`src/sv/ctrp_pkg.sv`:
```
`default_nettype none
// ----------------------------------------------------------------------------
// ctrp_pkg
// Shared types, character codes and fixed-point helpers for the trade record
// parser.
// ----------------------------------------------------------------------------
package ctrp_pkg;

	localparam int MAX_POW = 18;

	typedef enum logic [2:0] {
		ST_RECORD   = 3'd0,
		ST_COMMA    = 3'd1,
		ST_SIDE     = 3'd2,
		ST_NEWLINE  = 3'd3,
		ST_EOI_SIDE = 3'd4
	} status_t;

	typedef struct packed {
		logic       req_type;
		logic [7:0] data_byte;
	} item_t;

	typedef struct packed {
		status_t            status;
		logic [63:0]        order_id;
		logic signed [63:0] price_scaled;
		logic [63:0]        quantity_scaled;
		logic [63:0]        event_time;
		logic               sell_side;
	} result_t;

	localparam logic REQ_DATA = 1'b0;
	localparam logic REQ_END  = 1'b1;

	localparam logic [7:0] CH_0     = 8'h30;
	localparam logic [7:0] CH_1     = 8'h31;
	localparam logic [7:0] CH_9     = 8'h39;
	localparam logic [7:0] CH_COMMA = 8'h2c;
	localparam logic [7:0] CH_DOT   = 8'h2e;
	localparam logic [7:0] CH_CR    = 8'h0d;
	localparam logic [7:0] CH_LF    = 8'h0a;
	localparam logic [7:0] CH_T_LC  = 8'h74;
	localparam logic [7:0] CH_T_UC  = 8'h54;
	localparam logic [7:0] CH_F_LC  = 8'h66;
	localparam logic [7:0] CH_F_UC  = 8'h46;

	// 10^n for n <= MAX_POW, only ever called with elaboration-time arguments
	function automatic logic [63:0] pow10(input int n);
		logic [63:0] r;
		r = 64'd1;
		for (int i = 0; i < MAX_POW; i++) begin
			if (i < n) begin
				r = r * 64'd10;
			end
		end
		return r;
	endfunction

	// digit 0..9 times a 64-bit weight, as shift-add
	function automatic logic [63:0] mul_digit(input logic [3:0] d, input logic [63:0] m);
		logic [63:0] r;
		r = 64'd0;
		if (d[0]) r = r + m;
		if (d[1]) r = r + (m << 1);
		if (d[2]) r = r + (m << 2);
		if (d[3]) r = r + (m << 3);
		return r;
	endfunction

endpackage
`default_nettype wire

```
`src/sv/ctrp_core.sv`:
```
`default_nettype none
// ----------------------------------------------------------------------------
// ctrp_core
// Column tracker and running scaled accumulators; consumes one beat per step
// and produces at most one result in the same cycle.
// ----------------------------------------------------------------------------
module ctrp_core
	import ctrp_pkg::*;
#(
	parameter int FRAC_DIGITS = 8
) (
	input  wire logic    clk,
	input  wire logic    arst_n,
	input  wire logic    step,
	input  wire item_t   item,
	output logic         res_valid,
	output result_t      res
);

	localparam int CW = $clog2(FRAC_DIGITS + 1);

	typedef enum logic [6:0] {
		COL_ID    = 7'b0000001,
		COL_PRICE = 7'b0000010,
		COL_QTY   = 7'b0000100,
		COL_SKIP  = 7'b0001000,
		COL_TIME  = 7'b0010000,
		COL_SIDE  = 7'b0100000,
		COL_EXTRA = 7'b1000000
	} col_t;

	col_t            col_q, col_nxt;
	logic            line_started_q, line_started_nxt;
	logic            in_frac_q, in_frac_nxt;
	logic [CW-1:0]   frac_cnt_q, frac_cnt_nxt;
	logic            side_seen_q, side_seen_nxt;
	logic            cr_seen_q, cr_seen_nxt;
	logic            halted_q, halted_nxt;
	logic [63:0]     id_q, id_nxt;
	logic [63:0]     price_q, price_nxt;
	logic [63:0]     qty_q, qty_nxt;
	logic [63:0]     time_q, time_nxt;
	logic            side_q, side_nxt;

	logic [63:0]     pow10_tbl [FRAC_DIGITS+1];
	logic [7:0]      b;
	logic            is_digit, is_eol, is_comma, frac_room;
	logic [CW-1:0]   frac_idx;
	logic [63:0]     acc_sel, weight, base, acc_sum;
	logic            give_rec, give_err;
	status_t         err_code;

	for (genvar g = 0; g <= FRAC_DIGITS; g++) begin : g_pow
		assign pow10_tbl[g] = pow10(g);
	end

	assign b         = item.data_byte;
	assign is_digit  = (b >= CH_0) && (b <= CH_9);
	assign is_eol    = (b == CH_CR) || (b == CH_LF);
	assign is_comma  = (b == CH_COMMA);
	assign frac_room = frac_cnt_q < CW'(FRAC_DIGITS);
	assign frac_idx  = CW'(FRAC_DIGITS - 1) - frac_cnt_q;

	// one shared multiply-by-ten-and-add for whichever numeric column is open,
	// add only in a fraction; price and quantity stay scaled by 10^FRAC_DIGITS
	always_comb begin
		unique case (col_q)
			COL_ID:    acc_sel = id_q;
			COL_PRICE: acc_sel = price_q;
			COL_QTY:   acc_sel = qty_q;
			COL_TIME:  acc_sel = time_q;
			default:   acc_sel = 64'd0;
		endcase
		if ((col_q == COL_PRICE) || (col_q == COL_QTY)) begin
			weight = in_frac_q ? pow10_tbl[frac_idx] : pow10_tbl[FRAC_DIGITS];
		end else begin
			weight = 64'd1;
		end
		base    = (in_frac_q) ? acc_sel : ((acc_sel << 3) + (acc_sel << 1));
		acc_sum = base + mul_digit(b[3:0], weight);
	end

	always_comb begin
		col_nxt          = col_q;
		line_started_nxt = line_started_q;
		in_frac_nxt      = in_frac_q;
		frac_cnt_nxt     = frac_cnt_q;
		side_seen_nxt    = side_seen_q;
		cr_seen_nxt      = cr_seen_q;
		halted_nxt       = halted_q;
		id_nxt           = id_q;
		price_nxt        = price_q;
		qty_nxt          = qty_q;
		time_nxt         = time_q;
		side_nxt         = side_q;
		give_rec         = 1'b0;
		give_err         = 1'b0;
		err_code         = ST_COMMA;

		if (item.req_type == REQ_END) begin
			if (!halted_q && line_started_q) begin
				if (col_q == COL_EXTRA) begin
					give_rec = 1'b1;
				end else begin
					give_err = 1'b1;
					err_code = (col_q == COL_SIDE && !side_seen_q) ? ST_EOI_SIDE : ST_COMMA;
				end
			end
		end else if (!halted_q && (line_started_q || !is_eol)) begin
			line_started_nxt = 1'b1;
			unique case (col_q)
				COL_ID, COL_TIME: begin
					if (is_digit) begin
						if (col_q == COL_ID) id_nxt = acc_sum;
						else                 time_nxt = acc_sum;
					end else if (is_comma) begin
						col_nxt = (col_q == COL_ID) ? COL_PRICE : COL_SIDE;
					end else begin
						give_err = 1'b1;
					end
				end
				COL_PRICE, COL_QTY: begin
					if (is_digit) begin
						if (!in_frac_q || frac_room) begin
							if (col_q == COL_PRICE) price_nxt = acc_sum;
							else                    qty_nxt = acc_sum;
						end
						if (in_frac_q && frac_room) frac_cnt_nxt = frac_cnt_q + CW'(1);
					end else if (b == CH_DOT && !in_frac_q) begin
						in_frac_nxt = 1'b1;
					end else if (is_comma) begin
						in_frac_nxt  = 1'b0;
						frac_cnt_nxt = '0;
						col_nxt      = (col_q == COL_PRICE) ? COL_QTY : COL_SKIP;
					end else begin
						give_err = 1'b1;
					end
				end
				COL_SKIP: begin
					if (is_comma) col_nxt = COL_TIME;
					else if (is_eol) give_err = 1'b1;
				end
				COL_SIDE: begin
					if (!side_seen_q) begin
						side_seen_nxt = 1'b1;
						if (b == CH_T_LC || b == CH_T_UC || b == CH_1) begin
							side_nxt = 1'b1;
						end else if (b == CH_F_LC || b == CH_F_UC || b == CH_0) begin
							side_nxt = 1'b0;
						end else begin
							give_err = 1'b1;
							err_code = ST_SIDE;
						end
					end else if (is_comma) begin
						col_nxt = COL_EXTRA;
					end else if (is_eol) begin
						give_err = 1'b1;
					end
				end
				COL_EXTRA: begin
					if (b == CH_LF) begin
						give_rec = 1'b1;
					end else if (cr_seen_q || is_comma) begin
						give_err = 1'b1;
						err_code = ST_NEWLINE;
					end else if (b == CH_CR) begin
						cr_seen_nxt = 1'b1;
					end
				end
				default: begin
					give_err = 1'b1;
				end
			endcase
		end

		res_valid = give_rec || give_err;
		res       = '0;
		if (give_rec) begin
			res.status          = ST_RECORD;
			res.order_id        = id_q;
			res.price_scaled    = $signed(price_q);
			res.quantity_scaled = qty_q;
			res.event_time      = time_q;
			res.sell_side       = side_q;
		end else if (give_err) begin
			res.status = err_code;
			halted_nxt = 1'b1;
		end

		// a finished record, or end of input, drops back to the first column
		if (give_rec || item.req_type == REQ_END) begin
			col_nxt          = COL_ID;
			line_started_nxt = 1'b0;
			in_frac_nxt      = 1'b0;
			frac_cnt_nxt     = '0;
			side_seen_nxt    = 1'b0;
			cr_seen_nxt      = 1'b0;
			id_nxt           = 64'd0;
			price_nxt        = 64'd0;
			qty_nxt          = 64'd0;
			time_nxt         = 64'd0;
			side_nxt         = 1'b0;
		end
		if (item.req_type == REQ_END) begin
			halted_nxt = 1'b0;
		end
	end

	always_ff @(posedge clk or negedge arst_n) begin
		if (!arst_n) begin
			col_q          <= COL_ID;
			line_started_q <= 1'b0;
			in_frac_q      <= 1'b0;
			frac_cnt_q     <= '0;
			side_seen_q    <= 1'b0;
			cr_seen_q      <= 1'b0;
			halted_q       <= 1'b0;
			id_q           <= 64'd0;
			price_q        <= 64'd0;
			qty_q          <= 64'd0;
			time_q         <= 64'd0;
			side_q         <= 1'b0;
		end else if (step) begin
			col_q          <= col_nxt;
			line_started_q <= line_started_nxt;
			in_frac_q      <= in_frac_nxt;
			frac_cnt_q     <= frac_cnt_nxt;
			side_seen_q    <= side_seen_nxt;
			cr_seen_q      <= cr_seen_nxt;
			halted_q       <= halted_nxt;
			id_q           <= id_nxt;
			price_q        <= price_nxt;
			qty_q          <= qty_nxt;
			time_q         <= time_nxt;
			side_q         <= side_nxt;
		end
	end

	a_halt_silent: assert property (@(posedge clk) disable iff (!arst_n)
		(step && halted_q && item.req_type == REQ_DATA) |-> !res_valid)
		else $error("result produced while halted on error");

	a_end_resets: assert property (@(posedge clk) disable iff (!arst_n)
		(step && item.req_type == REQ_END) |=> (col_q == COL_ID && !line_started_q && !halted_q))
		else $error("end of input did not return parser to idle");

	a_err_halts: assert property (@(posedge clk) disable iff (!arst_n)
		(step && res_valid && res.status != ST_RECORD && item.req_type == REQ_DATA) |=> halted_q)
		else $error("error result without halting");

	a_frac_bound: assert property (@(posedge clk) disable iff (!arst_n)
		!in_frac_q |-> (frac_cnt_q == '0))
		else $error("fraction digit count outside a fraction");

endmodule
`default_nettype wire

```
`src/sv/csv_trade_record_parser.sv`:
```
`default_nettype none
// ----------------------------------------------------------------------------
// csv_trade_record_parser
// Streaming seven-column trade CSV parser, one character beat per clock unless stalled.
//
// Input channel item_valid/item_ready carries one character (req_type 0) or
// an end-of-input marker (req_type 1). Output channel result_valid/
// result_ready carries one parsed record or one error status.
// Throughput: one input beat per cycle, sustained, as long as results are
// taken. An accepted beat sits in the input register; its result, if any,
// goes to the result register when the core steps on it. Per byte, the open
// column's accumulator gets a multiply-by-ten-and-add (in a fraction, an add
// of digit times weight), done combinationally between the registers.
// Reset clears all column state, the accumulators and the valid flags of
// both registers.
// When the receiver stalls, the result register holds; the input register
// holds one more beat, and then item_ready drops until the result is taken.
// After an error, bytes are swallowed until an end-of-input beat.
// ----------------------------------------------------------------------------
module csv_trade_record_parser
	import ctrp_pkg::*;
#(
	parameter int FRAC_DIGITS = 8
) (
	input  wire logic    clk,
	input  wire logic    arst_n,
	input  wire logic    item_valid,
	output logic         item_ready,
	input  wire item_t   item,
	output logic         result_valid,
	input  wire logic    result_ready,
	output result_t      result
);

	item_t   item_s1;
	logic    item_valid_s1;
	logic    result_valid_q;
	result_t result_q;
	logic    step;
	logic    core_valid;
	result_t core_res;

	assign step       = item_valid_s1 && (!result_valid_q || result_ready);
	assign item_ready = !item_valid_s1 || step;

	always_ff @(posedge clk or negedge arst_n) begin
		if (!arst_n) begin
			item_valid_s1 <= 1'b0;
		end else if (item_ready) begin
			item_valid_s1 <= item_valid;
		end
	end

	always_ff @(posedge clk) begin
		if (item_ready && item_valid) begin
			item_s1 <= item;
		end
	end

	ctrp_core #(
		.FRAC_DIGITS(FRAC_DIGITS)
	) u_core (
		.clk      (clk),
		.arst_n   (arst_n),
		.step     (step),
		.item     (item_s1),
		.res_valid(core_valid),
		.res      (core_res)
	);

	always_ff @(posedge clk or negedge arst_n) begin
		if (!arst_n) begin
			result_valid_q <= 1'b0;
		end else if (step) begin
			result_valid_q <= core_valid;
		end else if (result_ready) begin
			result_valid_q <= 1'b0;
		end
	end

	always_ff @(posedge clk) begin
		if (step && core_valid) begin
			result_q <= core_res;
		end
	end

	assign result_valid = result_valid_q;
	assign result       = result_q;

	a_no_overwrite: assert property (@(posedge clk) disable iff (!arst_n)
		step |-> (!result_valid_q || result_ready))
		else $error("result register overwritten while stalled");

	a_ready_full: assert property (@(posedge clk) disable iff (!arst_n)
		!item_ready |-> (item_valid_s1 && result_valid_q && !result_ready))
		else $error("input stalled without a full pipeline");

	a_step_loads: assert property (@(posedge clk) disable iff (!arst_n)
		(step && core_valid) |=> result_valid_q)
		else $error("parsed result lost");

endmodule
`default_nettype wire

```
`config.mk`:
```
export PLATFORM = sky130hd
export DESIGN_NAME = csv_trade_record_parser
export DESIGN_NICKNAME = d
export VERILOG_FILES = /design/src/sv/ctrp_pkg.sv /design/src/sv/ctrp_core.sv /design/src/sv/csv_trade_record_parser.sv
export SDC_FILE = /design/constraint.sdc
export NUM_CORES = 1
export LEC_CHECK = 0
export BUFFER_PORTS_ARGS = -buffer_cell sky130_fd_sc_hd__buf_2
export CAP_MARGIN = 40
export CORE_MARGIN = 4
export CORE_UTILIZATION = 45
export CTS_CLUSTER_SIZE = 25
export DETAILED_ROUTE_END_ITERATION = 10
export GPL_ROUTABILITY_DRIVEN = 0
export SLEW_MARGIN = 10
export SYNTH_ARGS = -nofsm -noshare
export SYNTH_HDL_FRONTEND = slang
export SYNTH_SLANG_ARGS = --single-unit
```
`constraint.sdc`:
```
create_clock -name clk -period 17 [get_ports clk]
set_input_delay 0.85 -clock clk [delete_from_list [all_inputs] [get_ports clk]]
set_output_delay 0.85 -clock clk [all_outputs]
set_load 0.05 [all_outputs]
```
==> metrics <==
outcome finished, final reports clean; # nets final 3932; CTS clk-pin slew, worst paths 0.07 ns; CTS tree done; Slowest-stage cell, CP nor3b_1; IO Pins 275; fillers 6691; FF+latch count, synth 544; top post-synthesis cells by area edfxtp_1 (24%), dfrtp_1 (21%), ha_1 (6.3%); Worst Path Required 17.50 ns; worst-skew pair later-pin latency 0.64 ns; design area 0.03762 mm2; clk root buf clkbuf_16; WHS 0.1928 ns; setup tns final 0 ns; Vias 27740; post-synth design cell area 0.03316 mm2; largest net degree at the start of global routing 109; Synth-to-Final Area Change 13.45%; antenna violations before repair 2; worst-margin pin slew 0.9207 ns; DR WL/cell 21.84 um; r2r setup slk 4.72 ns; Slew Viols, Final 0; leakage 0.01620 uW; Yosys top cell area share 0.2436; critical path data arrival time 12.78 ns; Synthesis Warnings 0; Post-synth EDFFs 269; Tmin final 12.28 ns; biggest area consumer among synthesized cells edfxtp_1; Yosys cell types 102; First DRT Iteration DRCs 2497; area post-placement 0.03560 mm2; most common cell in the netlist nand2_1; FP Rows 99; postcts setup bufs 0; fin crit share 0.7224; Die X 279.4 um; clock skew 0.02432 ns; Max-Slew Margin vs Limit 0.3703; sequential standard cell area 0.01496 mm2; area of the multi-input gates 0.01735 mm2; syn_nets 3723; worst-case clock buffer depth 3; non-filler instance count after layout 4756; detailed-route wire length 103.9 mm; crit start category flop; FF-to-FF Start u_core.col_q[5]; utilization after layout 0.5156; Main synth FF type dfrtp_1; CP most frequent cell ha_1; drt pass-1 iters 5; placed wire-length estimate 76.05 mm; DRC Markers 0; vias in the first global route 25900; CTS sink count 544; vias per cell 5.833; Total GRT Usage 0.2574; # Max-Cap Violations 0; placed insts 4646; PortBufs 274; GRT overflow 0; fmax 81.42 MHz; RR Endpoint u_core.time_q[57]; sequential-to-total area share from yosys stat 0.4512; Final Hold Fails 0; Die Y 279.4 um; RSZ-0062 raised after global routing false; Core Area 0.07296 mm2; # setup viols final 0; syn_area_per_cell 9.371 um2; cts hold-fix bufs 0; crit-path max cell delay 0.83 ns; Max FO, Critical Path 17; critical path capture point type flop; Starting Density 0.4544; Cells after Synth 3538; Max VDD drop 0.1048 mV; Synth top cells by count nand2_1 (522), o21ai_0 (337), and2_1 (283), dfrtp_1 (274), edfxtp_1 (269); CTS Buf Count 57; FF-to-FF path depth 41; async set-reset flop share out of synthesis 0.5055; antenna viol nets, final 0; CTS H-tree lvls 2; Hold Path Class in2async; first-pass GRT wire length 158.2 mm; Cell Pwr Density 130.9 mW/mm2; WS Path Type reg2reg; Die Area 0.07809 mm2; share of cells above drive strength 1 0.1396; quantity of gates resized following cts 0
[worst max-delay path, delay by kind of cell, from the launching register on]
| family | cells | cell delay [ns] |
|---|---|---|
| AO/OA/AOI/OAI | 16 | 4.28 |
| XOR/XNOR | 3 | 0.28 |
| adder cells (fa/ha/maj) | 4 | 1.25 |
| flip-flops | 1 | 0.47 |
| multiplexers | 2 | 0.56 |
| AND/OR/NAND/NOR | 16 | 5.30 |
[logic make-up after synthesis]
group	after synthesis	synth area share
mux	51	0.01687
xor+xnor	141	0.03725
compound gates	1043	0.1985
fa+ha+maj	172	0.06604
flops	544	0.4512
simple gates	1343	0.2020
buf+inv	244	0.02811
[worst max path at each step]
stage / from / end / slack [ns] / depth (start not counted)
floorplan: u_core.in_frac_q / result[0] / 2.76 / 14
CTS: u_core.col_q[5] / u_core.time_q[47] / 4.88 / 41
global placement: u_core.col_q[5] / u_core.time_q[47] / 5.31 / 41
global route: u_core.col_q[5] / u_core.time_q[47] / 3.76 / 41
finish: u_core.col_q[5] / u_core.time_q[57] / 4.72 / 41
detailed placement: u_core.col_q[5] / u_core.time_q[47] / 4.92 / 41
[cell type report]
type	instances	share of cell area
inverter	70	0.006985
clock inverter	43	0.01274
tap	959	0.03190
sequential	544	0.3978
timing repair buffer	324	0.04919
clock buffer	65	0.04008
multi-input combinational	2750	0.4612
antenna	1	0.00006652
[layer usage]
layer | global-route usage | wire (um) | up-vias
li1 | - | - | 13260
met2 | 0.3776 | 43900 | 958
met3 | 0.05717 | 8605 | 138
met4 | 0.05793 | 2316 | 2
met5 | 0 | 13 | -
met1 | 0.3903 | 49040 | 13380
[cells in the final DEF (no fill, tap or decap), types with 50 or more instances in the layout]
master,n
and2_1,283
buf_2,277
ha_1,167
dfrtp_1,273
xnor2_1,93
a21oi_1,205
clkbuf_16,58
nand2_1,520
o21ai_0,337
o21ai_1,50
a21o_1,65
nor2_1,198
edfxtp_1,269
a22oi_1,102
nand3_1,66
inv_1,69
[registers in the layout (all words and copies together) (netlist names), 4 cells and up]
signal	count
result	260
u_core.id_q	64
u_core.price_q	64
u_core.qty_q	64
u_core.time_q	64
item_s1	9
u_core.col_q	7
u_core.frac_cnt_q	4
[metrics by stage]
step                total power, uW  setup WS [ns]
floorplan                      3127          2.761
global placement               3599          5.306
detailed placement             3623          4.916
CTS                            4938          4.883
global route                   5163          3.756
finish                         4923          4.719
[power by group]
part	internal [uW]	leakage [uW]	switching, uW
logic	437	0.00889	1330
clock network	762	0.000960	547
registers	1690	0.00635	157
Power figures use the tool's default switching activity.
